## config.mk

```make
export PLATFORM = sky130hd
export DESIGN_NAME = multiplexed_clock_display_scanner
export DESIGN_NICKNAME = d
export VERILOG_FILES = /design/src/design/mcds_pkg.sv /design/src/design/multiplexed_clock_display_scanner.sv
export VERILOG_INCLUDE_DIRS = /design/src /design/src/design
export SDC_FILE = /design/constraint.sdc
export NUM_CORES = 1
export LEC_CHECK = 0
export BUFFER_PORTS_ARGS = -buffer_cell sky130_fd_sc_hd__buf_4
export CAP_MARGIN = 25
export CORE_ASPECT_RATIO = 2
export CORE_UTILIZATION = 50
export DETAILED_ROUTE_END_ITERATION = 8
export GPL_TIMING_DRIVEN = 0
export PLACE_DENSITY = 0.67
export SLEW_MARGIN = 20
export SYNTH_ARGS = -nofsm -noshare
export SYNTH_HDL_FRONTEND = slang
export SYNTH_SLANG_ARGS = --single-unit
export TNS_END_PERCENT = 20
```

## constraint.sdc

```tcl
create_clock -name i_clk -period 8.4 [get_ports i_clk]
set_clock_uncertainty 0.05 [all_clocks]
set_input_delay 0.42 -clock i_clk [delete_from_list [all_inputs] [get_ports i_clk]]
set_output_delay 0.42 -clock i_clk [all_outputs]
set_load 0.02 [all_outputs]
```

## src/design/multiplexed_clock_display_scanner_assert.svh

```systemverilog
// assertion macros for the clock display scanner
`ifndef MULTIPLEXED_CLOCK_DISPLAY_SCANNER_ASSERT_SVH
`define MULTIPLEXED_CLOCK_DISPLAY_SCANNER_ASSERT_SVH

`ifndef SYNTHESIS

// antecedent holds -> consequent holds in the same cycle
`define MCDS_ASSERT_SAME(label, clk, rst_n, ante, cons) \
    label: assert property (@(posedge clk) disable iff (!(rst_n)) (ante) |-> (cons)) \
        else $error("assertion failed: same-cycle implication");

// antecedent holds -> consequent holds in the next cycle
`define MCDS_ASSERT_NEXT(label, clk, rst_n, ante, cons) \
    label: assert property (@(posedge clk) disable iff (!(rst_n)) (ante) |=> (cons)) \
        else $error("assertion failed: next-cycle implication");

`else

`define MCDS_ASSERT_SAME(label, clk, rst_n, ante, cons)
`define MCDS_ASSERT_NEXT(label, clk, rst_n, ante, cons)

`endif

`endif

```

## src/design/mcds_pkg.sv

```systemverilog
`default_nettype none

package mcds_pkg;

    typedef enum logic [1:0] {
        OP_SET_TIME = 2'd0,
        OP_SCAN     = 2'd1,
        OP_BLINK    = 2'd2
    } t_op;

    localparam logic [2:0]  POS_LAST   = 3'd4;
    localparam logic [2:0]  POS_COLON  = 3'd2;
    localparam logic [15:0] COLON_MASK = 16'h1040;

    typedef struct packed {
        logic [3:0] tens;
        logic [3:0] units;
    } t_digits;

    // decimal split of a 7-bit value: units and (value / 10) mod 10
    function automatic t_digits f_split(input logic [6:0] v);
        logic [14:0] prod;
        logic [3:0]  q;
        logic [7:0]  rem;
        t_digits     d;
        prod    = 15'(v) * 15'd205;   // 205 / 2048 ~ 1 / 10, exact for 0..127
        q       = prod[14:11];
        rem     = {1'b0, v} - ({4'b0, q} * 8'd10);
        d.units = rem[3:0];
        d.tens  = (q >= 4'd10) ? (q - 4'd10) : q;
        return d;
    endfunction

    function automatic logic [15:0] f_sel_mask(input logic [2:0] pos);
        logic [15:0] m;
        unique case (pos)
            3'd0:    m = 16'h0002;
            3'd1:    m = 16'h0020;
            3'd2:    m = 16'h0080;
            3'd3:    m = 16'h0400;
            3'd4:    m = 16'h2000;
            default: m = 16'h0000;
        endcase
        return m;
    endfunction

    function automatic logic [15:0] f_seg(input logic [3:0] digit);
        logic [15:0] s;
        unique case (digit)
            4'd0:    s = 16'h095C;
            4'd1:    s = 16'h0110;
            4'd2:    s = 16'h1854;
            4'd3:    s = 16'h1154;
            4'd4:    s = 16'h1118;
            4'd5:    s = 16'h114C;
            4'd6:    s = 16'h194C;
            4'd7:    s = 16'h011C;
            4'd8:    s = 16'h195C;
            4'd9:    s = 16'h115C;
            default: s = 16'h0000;
        endcase
        return s;
    endfunction

endpackage

`default_nettype wire

```

## src/design/multiplexed_clock_display_scanner.sv

```systemverilog
// path: a beat is held in the input register stage, and a scan beat then loads the result register
// throughput: one beat per cycle, set-time, blink and scan alike, while a scan result is not held up by the output
// only scan beats produce an output beat; set-time and blink just update the state
// reset (i_rst_n low, synchronous): both stages empty, digits zero, colon off,
// scan position zero so the first scan drives position 1
`default_nettype none

module multiplexed_clock_display_scanner (
    input  wire logic        i_clk,
    input  wire logic        i_rst_n,
    // input channel
    input  wire logic        i_valid,
    output logic             o_ready,
    input  wire logic [1:0]  i_op,
    input  wire logic [6:0]  i_hours,
    input  wire logic [6:0]  i_minutes,
    // output channel
    output logic             o_valid,
    input  wire logic        i_ready,
    output logic [15:0]      o_drive_word,
    output logic [2:0]       o_scan_position
);

`include "multiplexed_clock_display_scanner_assert.svh"

    // ---- input register stage ----
    logic       r_in_valid;
    logic [1:0] r_op;
    logic [6:0] r_hours;
    logic [6:0] r_minutes;

    // ---- display state ----
    logic [3:0] r_digits [4];   // 0 min units, 1 min tens, 2 hour units, 3 hour tens
    logic       r_colon;
    logic [2:0] r_position;

    // ---- result register ----
    logic        r_out_valid;
    logic [15:0] r_drive_word;
    logic [2:0]  r_scan_position;

    logic              is_scan;
    logic              advance;
    logic              scan_step;
    logic              in_accept;
    logic [2:0]        n_position;
    logic [15:0]       n_word;
    mcds_pkg::t_digits split_h;
    mcds_pkg::t_digits split_m;

    assign is_scan   = (r_op == mcds_pkg::OP_SCAN);
    // the held beat moves on unless it carries a result and the output is blocked
    assign advance   = !is_scan || !r_out_valid || i_ready;
    assign o_ready   = !r_in_valid || advance;
    assign in_accept = i_valid && o_ready;
    // a scan beat leaving the input stage loads the result register
    assign scan_step = r_in_valid && advance && is_scan;

    assign split_h = mcds_pkg::f_split(r_hours);
    assign split_m = mcds_pkg::f_split(r_minutes);

    // next scan position, wrapping after the last one
    assign n_position = (r_position >= mcds_pkg::POS_LAST) ? 3'd0 : (r_position + 3'd1);

    // pattern for the new position, before inversion
    always_comb begin
        unique case (n_position)
            3'd0:    n_word = mcds_pkg::f_seg(r_digits[0]) | mcds_pkg::f_sel_mask(n_position);
            3'd1:    n_word = mcds_pkg::f_seg(r_digits[1]) | mcds_pkg::f_sel_mask(n_position);
            3'd3:    n_word = mcds_pkg::f_seg(r_digits[2]) | mcds_pkg::f_sel_mask(n_position);
            3'd4:    n_word = mcds_pkg::f_seg(r_digits[3]) | mcds_pkg::f_sel_mask(n_position);
            default: n_word = mcds_pkg::f_sel_mask(mcds_pkg::POS_COLON)
                              | (r_colon ? mcds_pkg::COLON_MASK : 16'h0000);
        endcase
    end

    // input stage
    always_ff @(posedge i_clk) begin
        if (!i_rst_n) begin
            r_in_valid <= 1'b0;
        end else if (o_ready) begin
            r_in_valid <= i_valid;
        end
        if (in_accept) begin
            r_op      <= i_op;
            r_hours   <= i_hours;
            r_minutes <= i_minutes;
        end
    end

    // state update and result register
    always_ff @(posedge i_clk) begin
        if (!i_rst_n) begin
            r_digits[0] <= 4'd0;
            r_digits[1] <= 4'd0;
            r_digits[2] <= 4'd0;
            r_digits[3] <= 4'd0;
            r_colon     <= 1'b0;
            r_position  <= 3'd0;
            r_out_valid <= 1'b0;
        end else begin
            // a new scan beat refills the slot even as the old one leaves
            if (scan_step) begin
                r_out_valid <= 1'b1;
            end else if (i_ready) begin
                r_out_valid <= 1'b0;
            end
            if (r_in_valid && advance) begin
                unique case (r_op)
                    mcds_pkg::OP_SET_TIME: begin
                        r_digits[0] <= split_m.units;
                        r_digits[1] <= split_m.tens;
                        r_digits[2] <= split_h.units;
                        r_digits[3] <= split_h.tens;
                    end
                    mcds_pkg::OP_BLINK: begin
                        r_colon <= !r_colon;
                    end
                    mcds_pkg::OP_SCAN: begin
                        r_position <= n_position;
                    end
                    default: begin
                        // unused op code: no effect
                    end
                endcase
            end
        end
    end

    // result payload, loaded only by a scan beat
    always_ff @(posedge i_clk) begin
        if (scan_step) begin
            r_drive_word    <= ~n_word;
            r_scan_position <= n_position;
        end
    end

    assign o_valid         = r_out_valid;
    assign o_drive_word    = r_drive_word;
    assign o_scan_position = r_scan_position;

    // ---- checks ----
    `MCDS_ASSERT_SAME(a_position_range, i_clk, i_rst_n, 1'b1, r_position <= mcds_pkg::POS_LAST)
    `MCDS_ASSERT_SAME(a_digits_decimal, i_clk, i_rst_n, 1'b1,
        (r_digits[0] <= 4'd9) && (r_digits[1] <= 4'd9)
        && (r_digits[2] <= 4'd9) && (r_digits[3] <= 4'd9))
    `MCDS_ASSERT_NEXT(a_scan_gives_beat, i_clk, i_rst_n, scan_step,
        r_out_valid && (r_scan_position == r_position))
    `MCDS_ASSERT_SAME(a_colon_word, i_clk, i_rst_n,
        r_out_valid && (r_scan_position == mcds_pkg::POS_COLON),
        (r_drive_word == 16'hFF7F) || (r_drive_word == 16'hEF3F))

endmodule

`default_nettype wire

```

Word-level counts from Yosys, hierarchy flattened
Memories as Yosys holds them, arrays and structs flattened. Cells that the tools add are included.

Add/sub/neg operators: 5. Multiply operators: 4. Divide/modulo/power cells: 0. Order comparisons: 3. Eq/ne operators: 5. Shifts and indexed selects: 0. Multiplexer cells: 24. Bitwise logic cells: 9. Reductions and logical operators: 15.

Operator list (count): $mux W16 (8); $or A16 B16 Y16 (4); $pmux W16 S4 (1); $mul A7 B8 Y15 const B (2); $mux W4 (6); $not A16 Y16 (1); $mux W13 (1); $ge A4 B4 Y1 const B (2); $mul A4 B3 Y3 const B (2); $sub A4 B4 Y4 (2); $sub A4 B4 Y4 const B (2); $mux W1 (7); $logic_not A1 Y1 (4); $or A1 B1 Y1 (4); $reduce_and A2 Y1 (2); $add A3 B1 Y3 const B (1); $eq A3 B1 Y1 const B (1); $eq A3 B2 Y1 const B (1); $eq A3 B3 Y1 const B (1); $ge A3 B3 Y1 const B (1); $logic_and A1 B1 Y1 (3); $logic_not A3 Y1 (1); $logic_or A1 B1 Y1 (3); $mux W3 (1); other kinds (4) (4).

Register bits: 41. Bits in latches: 0. Bits in writable memories: 16. Memory bits (read-only): 448. Bits of input ports: 20. Output and inout port bits: 21. Word-level logic and storage cells: 79. Memories: 5.

Memory list: (no name shown) (depth 16, width 7, rd ports 1, clocked after memory_dff 0, write ports 0, line mcds_pkg.sv:49) `unique case (digit)`; (no name shown) (depth 16, width 7, rd ports 1, clocked after memory_dff 0, write ports 0, line mcds_pkg.sv:49); (no name shown) (depth 16, width 7, rd ports 1, clocked after memory_dff 0, write ports 0, line mcds_pkg.sv:49); (no name shown) (depth 16, width 7, rd ports 1, clocked after memory_dff 0, write ports 0, line mcds_pkg.sv:49); r_digits (depth 4, width 4, rd ports 4, clocked after memory_dff 0, write ports 4, line multiplexed_clock_display_scanner.sv:33) `logic [3:0] r_digits [4];`.

Depth between registers and ports, before layout
Gate-level depths: netlist (run 1).

Depth in word-level cells: 9. Depth in mapped cells: 21.

Least setup slack after synthesis (run 1)
OpenSTA, ideal clock, no wires.

Path type: register -> register. Start point: register r_minutes[4]. End point: memory r_digits[0][3], data pin. Library setup time: 0.267 ns. Arrival: 4.367 ns. Path slack: 3.716 ns. Stages on the path, launching flop included: 21. Period minus slack after synthesis: 4.684 ns. Path through: edfxtp_1 ha_1 inv_1 fa_1 inv_1 ha_1 inv_1 fa_1 inv_1 ha_1 nand3_1 nand2_1 o41a_1 a21oi_2 xnor2_1 inv_1 fa_1 xor2_1 xnor2_1 xnor2_1 nor2_1.

RTL lines: start, declared (line multiplexed_clock_display_scanner.sv:30) `logic [6:0] r_minutes;`; start signal, assigned (line multiplexed_clock_display_scanner.sv:87) `r_minutes <= i_minutes;`; end, declared (line multiplexed_clock_display_scanner.sv:33).

==> results.txt, run 1 <==
The fraction of synthesized cell area in xor and xnor cells was 5.86%; the clock latency reported for the late side of the worst-skew pair was 0.30 ns. The number of failing hold endpoints at the final stage was 0; the net switching fraction of the power was 35.0%. The HPWL after detailed placement was 7.71 mm; the number of antenna violations at the first check in global routing was 0. For the finished layout, the period the worst path requires is 5.12 ns. For this block, the initial DRC count from the detailed router was 188.

The setup slack after layout is 3.28 ns. Summed over all failing endpoints, the final setup total negative slack is 0 ns. The share of total power dissipated in sequential elements is 32.2%. For this configuration, the core starts out at a cell density of 51.3%. The max-capacitance violation count is 0, and the chip width is 71.1 um. The logs give 2 for the number of buffers between clock root and the deepest sink and 0.337 mW for the switching power.

In this run the power density over the cells is 179 mW/mm2. In the synthesized netlist, the cells that appear most often are sky130_fd_sc_hd__ha_1, sky130_fd_sc_hd__inv_1, sky130_fd_sc_hd__edfxtp_1. The first global-routing pass estimated 15.1 mm of wire. The run gives 195 MHz as the achievable frequency. The simple logic cell fraction of the synthesized area was 10.7%; the number of warnings printed during yosys synthesis was 0.

The tools report the share of power burned in the clock network as 24.4%. Summed over all instances, the cell type with the most area after synthesis is sky130_fd_sc_hd__edfxtp_1. The kind of path behind the tightest hold check is primary input to flip-flop. Number of remaining DRC errors: 3. For this run, the leading register cell type out of synthesis is sky130_fd_sc_hd__edfxtp_1.

The tools report the global-route usage over all layers as 19.6%. The die covers 0.00998 mm2. Once the clock tree was built, the resizer swapped 0 gates to a different size.

The cell area after synthesis came out at 0.00478 mm2. The checks that failed: DRC. The worst-case IR drop observed on VDD is 0.110 mV. The total area inside the core boundary comes to 0.00932 mm2.

The routed length per instance was 14.6 um; the part of the power in combinational logic was 43.3%. The count of different cell masters after synthesis was 58; the number of failing setup endpoints in the final timing report was 0. Post-synthesis cell count: 467.

The H-tree was split into 2 levels. Summed over its instances, the top area cell type makes up 29.5% of the synthesized netlist area. The detail-routed via count per cell came out at 5.47. The average instance in the mapped netlist occupies 10.2 um2. In this run, synthesis inferred 47 flip-flops with an integrated enable. For the worst flop-to-flop path, the logic depth is 20. The repair_antennas step left the layout with diodes totalling 0.

The number of setup buffers added after CTS is 0. The number of core rows is 50. The nature of the critical path endpoint was a flip-flop. The synthesized netlist devotes 11.4% of its cell area to compound gates.

The number of flip-flops and latches in the synthesized netlist is 53, and the number of input and output port buffers inserted is 36. Endpoint of the worst-slack reg-to-reg timing path: r_digits[0][3]. By area the synthesized netlist is led by sky130_fd_sc_hd__edfxtp_1, sky130_fd_sc_hd__ha_1, sky130_fd_sc_hd__fa_1. The final route contains 3,379 vias.

The highest net fanout along the worst path works out to 4. Routability-driven placement finished with a final weighted congestion of 0.936. STA classifies the critical path startpoint as a flip-flop. The number of global-route vias before repair is 3,478, and the area growth from synthesis to final layout is 12.2%. For flop-to-flop paths, the worst setup slack is 3.28 ns. For hold timing, the worst endpoint is r_op[0]. TritonCTS built the clock tree.

The portion of the clock cycle consumed by the worst path in the final layout is 60.9%, and the worst slew slack as a fraction of its limit is 34.2%. Beginning of the worst register-to-register path: r_minutes[5]. The total overflow left after global routing is 0. The depth of the worst hold-timing path works out to 1.

The share of post-route cells with drive strength above 1 is 12.8%, and the arrival time at the worst endpoint is 5.09 ns. Clock-pin slew was measured on the worst setup and hold paths at 0.07 ns. TritonCTS created 5 clock buffers.

The run gives 641 as the total number of nets in the final design. By area, the combinational part of the netlist is dominated by adder cells. The internal power of the cells totals 0.625 mW. The first detailed-routing pass ran for 9 iterations.

The final max-slew violation count is 0. Setup repair after global routing left no endpoint under its margin. The maximum number of pins on one net before global-route repair was 19; the leakage power figure was 2.50 nW. After filler insertion, the fill cell instance count of the layout stands at 817.

For the worst setup slack before clock tree synthesis, the log shows 3.29 ns. The number of hold buffers added after CTS was 0. The post-synthesis adder-cell area fraction is 31.3%. The most repeated cell in the gate-level netlist after synthesis is sky130_fd_sc_hd__ha_1. Of the synthesized area, sequential elements account for 32.0%.

For this run, asynchronously set or reset flops after synthesis account for 0%. For the pin with the worst max-slew slack, the measured transition is 0.987 ns. The flow ran to the end, but the final reports show violations. The run gives 53 as the TritonCTS sink count. The cell chosen for the clock root was sky130_fd_sc_hd__clkbuf_16. After synthesis, the share of cell area in mux cells is 1.05%.

The start point of the worst min-delay path was i_op[0]. In this run the remaining antenna-violating nets after routing total 0. In this run the vertical extent of the chip is 140 um. Critical setup path kind: flip-flop to flip-flop.

The logs give 8.38 ns for the data required time of the critical path and 41 for the number of primary I/O pins. The total routed wirelength is 9.01 mm.
metal layers:
| layer | global-route usage (%) | wire length, um |
|---|---|---|
| met5 | 0 | 0 |
| met4 | 10.1 | 409 |
| met3 | 2.66 | 204 |
| met2 | 40.5 | 5380 |
| met1 | 17.2 | 3010 |
how the worst max path moves through the flow:
stage	slack, ns	cells after the start	start	end
2_1_floorplan	3.72	20	r_minutes[4]	r_digits[0][3]
3_3_place_gp	3.39	20	r_minutes[5]	r_digits[0][3]
3_5_place_dp	3.29	20	r_minutes[5]	r_digits[0][3]
4_1_cts	3.25	20	r_minutes[5]	r_digits[0][3]
5_1_grt	2.99	20	r_minutes[4]	r_digits[0][3]
6_report	3.28	20	r_minutes[5]	r_digits[0][3]
critical path, stage by stage (launching register included):
cell and delay (ns):
sky130_fd_sc_hd__edfxtp_1 0.47, sky130_fd_sc_hd__ha_1 0.35, sky130_fd_sc_hd__inv_1 0.07, sky130_fd_sc_hd__fa_1 0.52, sky130_fd_sc_hd__inv_1 0.05, sky130_fd_sc_hd__ha_1 0.28
sky130_fd_sc_hd__inv_1 0.06, sky130_fd_sc_hd__fa_1 0.50, sky130_fd_sc_hd__inv_1 0.04, sky130_fd_sc_hd__ha_1 0.30, sky130_fd_sc_hd__nand3_1 0.09, sky130_fd_sc_hd__nand2_1 0.08
sky130_fd_sc_hd__o41a_1 0.42, sky130_fd_sc_hd__a21oi_2 0.19, sky130_fd_sc_hd__xnor2_1 0.24, sky130_fd_sc_hd__inv_1 0.17, sky130_fd_sc_hd__fa_1 0.43, sky130_fd_sc_hd__xor2_1 0.16
sky130_fd_sc_hd__xnor2_1 0.19, sky130_fd_sc_hd__xnor2_1 0.14, sky130_fd_sc_hd__nor2_1 0.05
cells by family (layout without fill, tap and decap cells):
family	after synthesis	after routing
AOI/OAI and AO/OA	76	76
muxes	5	5
and+or+nand+nor	104	104
xor gates and xnor gates	27	27
DFF	53	53
adders and majority gates	109	109
other	1	4
buffers and inverters	92	136
final cells by class:
| type | count | area (um2) | area share (%) |
|---|---|---|---|
| Timing Repair Buffer | 36 | 270 | 5.04 |
| Inverter | 75 | 282 | 5.25 |
| Sequential cell | 53 | 1530 | 28.5 |
| Clock buffer | 5 | 125 | 2.33 |
| Clock inverter | 3 | 46.3 | 0.863 |
| Buffer | 17 | 80.1 | 1.49 |
| Tap cell | 104 | 130 | 2.42 |
| Multi-Input combinational cell | 325 | 2900 | 54.1 |
power groups by stage:
stage | Combinational [mW] | Clock, mW | Sequential, mW
floorplan | 0.322 | 0 | 0.315
global placement | 0.400 | 0 | 0.316
detailed placement | 0.417 | 0 | 0.316
CTS | 0.423 | 0.237 | 0.311
global route | 0.475 | 0.250 | 0.312
finish | 0.417 | 0.235 | 0.310
state kept, by name (all words and copies together) (netlist names):
register and cells:
r_digits 16, r_minutes 7, o_valid 1, r_position 3, r_op 2, r_in_valid 1, o_drive_word 12, o_scan_position 3
r_colon 1, r_hours 7
through the flow:
stage,std cells,util (%),total power [mW],cell area (um2),hold slack (ns)
after floorplan,470,-,0.638,4790,0.460
after global placement,610,55.7,0.716,5190,0.486
after detailed placement,610,55.7,0.733,5190,0.486
after CTS,618,57.6,0.971,5370,0.246
after global routing,618,57.6,1.04,5370,0.238
final,618,57.6,0.963,5370,0.251
cell usage in the layout (no fill, tap or decap), types with 4 or more instances in the layout:
cell type	Yosys	routed
sky130_fd_sc_hd__ha_1	90	90
sky130_fd_sc_hd__inv_1	75	75
sky130_fd_sc_hd__edfxtp_1	47	47
sky130_fd_sc_hd__buf_4	4	40
sky130_fd_sc_hd__nor2_1	34	34
sky130_fd_sc_hd__fa_1	18	18
sky130_fd_sc_hd__o21ai_0	17	17
sky130_fd_sc_hd__nand2_1	16	16
sky130_fd_sc_hd__a21oi_1	14	14
sky130_fd_sc_hd__xnor2_1	13	13
sky130_fd_sc_hd__clkbuf_1	12	12
sky130_fd_sc_hd__nor3_1	12	12
sky130_fd_sc_hd__nand2b_1	9	9
sky130_fd_sc_hd__xor2_1	9	9
sky130_fd_sc_hd__nor2b_1	9	8
sky130_fd_sc_hd__o22ai_1	8	8
sky130_fd_sc_hd__nand3_1	6	6
sky130_fd_sc_hd__dfxtp_1	6	6
sky130_fd_sc_hd__a21oi_2	5	5
sky130_fd_sc_hd__mux2i_1	5	5
sky130_fd_sc_hd__and2_1	5	5
sky130_fd_sc_hd__clkbuf_16	0	5
sky130_fd_sc_hd__o211ai_1	4	4
sky130_fd_sc_hd__conb_1	1	4
(Power assumes the default switching activity.)
==> run 2, diff against run 1 <==
- clock period: 8.4 -> 5.3 ns (I/O delays scaled with it)
==> run 2 against run 1 <==
Compared with the run above:
- the run now ends clean
- setup slack got worse by 3.0 ns
- critical path depth rose by 1
- sequential power rose by 59%
- fmax rose by 2.4%
- via count barely moved
- routed wire length rose by 0.22%
- power rose by 59%
- largest power group unchanged
- highest routed layer unchanged
==> results.txt, run 2 (same netlist as run 1, synthesis figures left out) <==
Critical setup path kind: flip-flop to flip-flop (unchanged). The HPWL after detailed placement came out at 7.71 mm (unchanged). The flow ran to the end, and the final reports show no timing, DRC or antenna violations.

The share of post-route cells with drive strength above 1 is 13.4% (was 12.8%), and the overall power of the completed layout is 1.53 mW (was 0.963 mW). Number of clock buffers inserted by TritonCTS: 5 (unchanged). Kind of path behind the tightest hold check: primary input to flip-flop (unchanged). The length in cells of the worst reg-to-reg path works out to 21 (was 20).

The clock latency reported for the late side of the worst-skew pair is 0.29 ns (was 0.30 ns), and the global-route usage over all layers is 19.6% (unchanged). The core region area is 0.00932 mm2 (unchanged), and the detail-routed via count per cell is 5.47 (about the same). The achievable frequency was 200 MHz (was 195 MHz).

The leading cell type in the layout, fill and taps excluded was sky130_fd_sc_hd__ha_1 (unchanged). Setup repair after global routing left no endpoint under its margin. The shortest clock period the worst path allows after layout is 5.00 ns (was 5.12 ns), and the number of fillers in the final layout is 815 (was 817).

The initial standard-cell utilization of the core came out at 51.3% (unchanged). For the final max-slew violation count, the log shows 0 (unchanged). The capturing instance or port of the critical path is r_digits[0][3] (unchanged). The routed length per instance was 14.6 um (about the same).

The run gives 41 (unchanged) as the number of primary I/O pins. Number of input and output port buffers inserted: 36 (unchanged). The clock-pin slew of the registers on the worst-case setup and hold paths works out to 0.07 ns (about the same). Peak ir drop on the vdd network: 0.174 mV (was 0.110 mV).

The beginning of the worst register-to-register path is r_minutes[5] (unchanged). The number of buffers between clock root and the deepest sink is 2 (unchanged). The total number of nets in the final design is 641 (unchanged).

The leakage power figure was 2.51 nW (was 2.50 nW). The start point of the worst min-delay path was i_op[0] (unchanged). For the total routed wirelength, the log shows 9.03 mm (was 9.01 mm).

The type of origin of the critical path is a flip-flop (unchanged). The number of failing hold endpoints at the final stage is 0 (unchanged), and the H-tree depth reported by CTS is 2 (unchanged). TritonCTS built the clock tree. The highest net fanout along the worst path is 4 (unchanged), and the worst-case register-to-register setup slack is 0.30 ns (was 3.28 ns).

The cell chosen for the clock root is sky130_fd_sc_hd__clkbuf_16 (unchanged). The share of the core filled with cells was 57.7% (was 57.6%); the number of global-route vias before repair was 3,478 (unchanged). The y dimension of the die came out at 140 um (unchanged). The number of failing setup endpoints in the final timing report is 0 (unchanged). The setup total negative slack was 0 ns (unchanged); the number of remaining DRC errors was 0 (was 3). Final antenna-violating net count: 0 (unchanged). The antenna cell count came out at 0 (unchanged). The run gives 0 (unchanged) as the number of buffers added for setup after CTS. The final weighted congestion in routability-driven placement came out at 0.936 (unchanged). The power density over the cells came out at 285 mW/mm2 (was 179 mW/mm2). The length of the first detailed-routing pass in iterations came out at 6 (was 9). The run gives 0.0964 ns (was 0.251 ns) as the final hold slack. Start point of the critical path: r_minutes[5] (unchanged).

The area growth from synthesis to final layout came out at 12.5% (was 12.2%). The tools report the data required time of the critical path as 5.28 ns (was 8.38 ns). Commonest cells after routing, fill and taps aside: sky130_fd_sc_hd__ha_1, sky130_fd_sc_hd__inv_1, sky130_fd_sc_hd__edfxtp_1 (unchanged). Worst slew slack as a fraction of its limit: 33.8% (was 34.2%). The TritonCTS sink count came out at 53 (unchanged).

Chip width: 71.1 um (unchanged). The flip-flop count of the largest register after layout is 16 (unchanged), and the worst-margin pin slew is 0.992 ns (was 0.987 ns). The largest register by flop count is r_digits (unchanged).

The portion of the clock cycle consumed by the worst path in the final layout works out to 94.3% (was 60.9%). The violation count after the first detailed-routing iteration is 181 (was 188), and the wire length of the first global-routing pass is 15.1 mm (unchanged). The overflow left after global routing was 0 (unchanged).

The run gives 0 (unchanged) as the max-capacitance violation count. Number of antenna violations at the first check in global routing: 0 (unchanged). Arrival time at the worst endpoint: 4.97 ns (was 5.09 ns). Worst setup slack before clock tree synthesis: 0.192 ns (was 3.29 ns). The number of vias after detailed routing is 3,381 (was 3,379). Maximum number of pins on one net before global-route repair: 19 (unchanged). The nature of the critical path endpoint was a flip-flop (unchanged).

The setup slack after layout came out at 0.303 ns (was 3.28 ns). Number of core rows: 50 (unchanged). The endpoint of the worst-slack reg-to-reg timing path is r_digits[0][3] (unchanged). The overall die area was 0.00998 mm2 (unchanged).
-- run 2: cell types whose count changed in the layout (fill, tap and decap cells not counted) --
| cell | previous run | this run |
|---|---|---|
| sky130_fd_sc_hd__a21oi_1 | 14 | 13 |
| sky130_fd_sc_hd__a21oi_2 | 5 | 6 |
| sky130_fd_sc_hd__inv_1 | 75 | 74 |
| sky130_fd_sc_hd__inv_2 | 0 | 1 |
| sky130_fd_sc_hd__xnor2_1 | 13 | 12 |
| sky130_fd_sc_hd__xnor2_2 | 3 | 4 |
-- run 2: critical path, stage by stage, from the launching register on --
cell and delay [ns]:
sky130_fd_sc_hd__edfxtp_1 0.47, sky130_fd_sc_hd__ha_1 0.35, sky130_fd_sc_hd__inv_1 0.07, sky130_fd_sc_hd__fa_1 0.52, sky130_fd_sc_hd__inv_1 0.05, sky130_fd_sc_hd__ha_1 0.28
sky130_fd_sc_hd__inv_1 0.06, sky130_fd_sc_hd__fa_1 0.50, sky130_fd_sc_hd__inv_1 0.04, sky130_fd_sc_hd__ha_1 0.30, sky130_fd_sc_hd__nand3_1 0.09, sky130_fd_sc_hd__nand2_1 0.08
sky130_fd_sc_hd__o41a_1 0.42, sky130_fd_sc_hd__xnor2_1 0.34, sky130_fd_sc_hd__inv_1 0.13, sky130_fd_sc_hd__ha_1 0.21, sky130_fd_sc_hd__inv_1 0.07, sky130_fd_sc_hd__fa_1 0.18
sky130_fd_sc_hd__xor2_1 0.17, sky130_fd_sc_hd__xnor2_1 0.16, sky130_fd_sc_hd__xnor2_1 0.14, sky130_fd_sc_hd__nor2_1 0.05
-- run 2: worst min-delay path by stage --
stage	cells past startpoint	to
after CTS	1	r_op[0]
final	1	r_op[0]
after global placement	1	r_minutes[2]
after floorplan	0	r_hours[0]
after detailed placement	1	r_minutes[3]
after global routing	1	r_minutes[0]
-- run 2: routing by layer --
layer  vias up  share of wire (%)  GRT usage [%]
met5         -                  0              0
met4         0                4.1           10.1
met3        27                2.1           2.66
met2        71                 60           40.5
met1      1593                 34           17.2
li1       1690                  -              -
-- run 2: timing repair --
action / 4_1_cts / 5_1_grt
hold buffers: 0 / 0
endpoints found under the hold margin: 0 / 0
endpoints found under the setup margin: 0 / 2
resized for setup: 0 / 3
-- run 2: power by group --
group	switching [mW]	internal, mW	total, mW
Sequential	0.0157	0.476	0.492
Combinational	0.374	0.296	0.670
Clock	0.147	0.224	0.371
Total	0.537	0.996	1.53
-- run 2: metrics by stage --
stage	cell area, um2	cells
after global routing	5380	618
after CTS	5370	618
final	5380	618
after detailed placement	5190	610
after global placement	5190	610
after floorplan	4790	470
-- run 2: area by class of cell --
| cell class | instances | area [um2] | area share [%] |
|---|---|---|---|
| Multi-Input combinational cell | 325 | 2910 | 54.2 |
| Sequential cell | 53 | 1530 | 28.5 |
| Inverter | 75 | 282 | 5.23 |
| Timing Repair Buffer | 36 | 270 | 5.03 |
| Tap cell | 104 | 130 | 2.42 |
| Clock buffer | 5 | 125 | 2.33 |
| Buffer | 17 | 80.1 | 1.49 |
| Clock inverter | 3 | 46.3 | 0.861 |
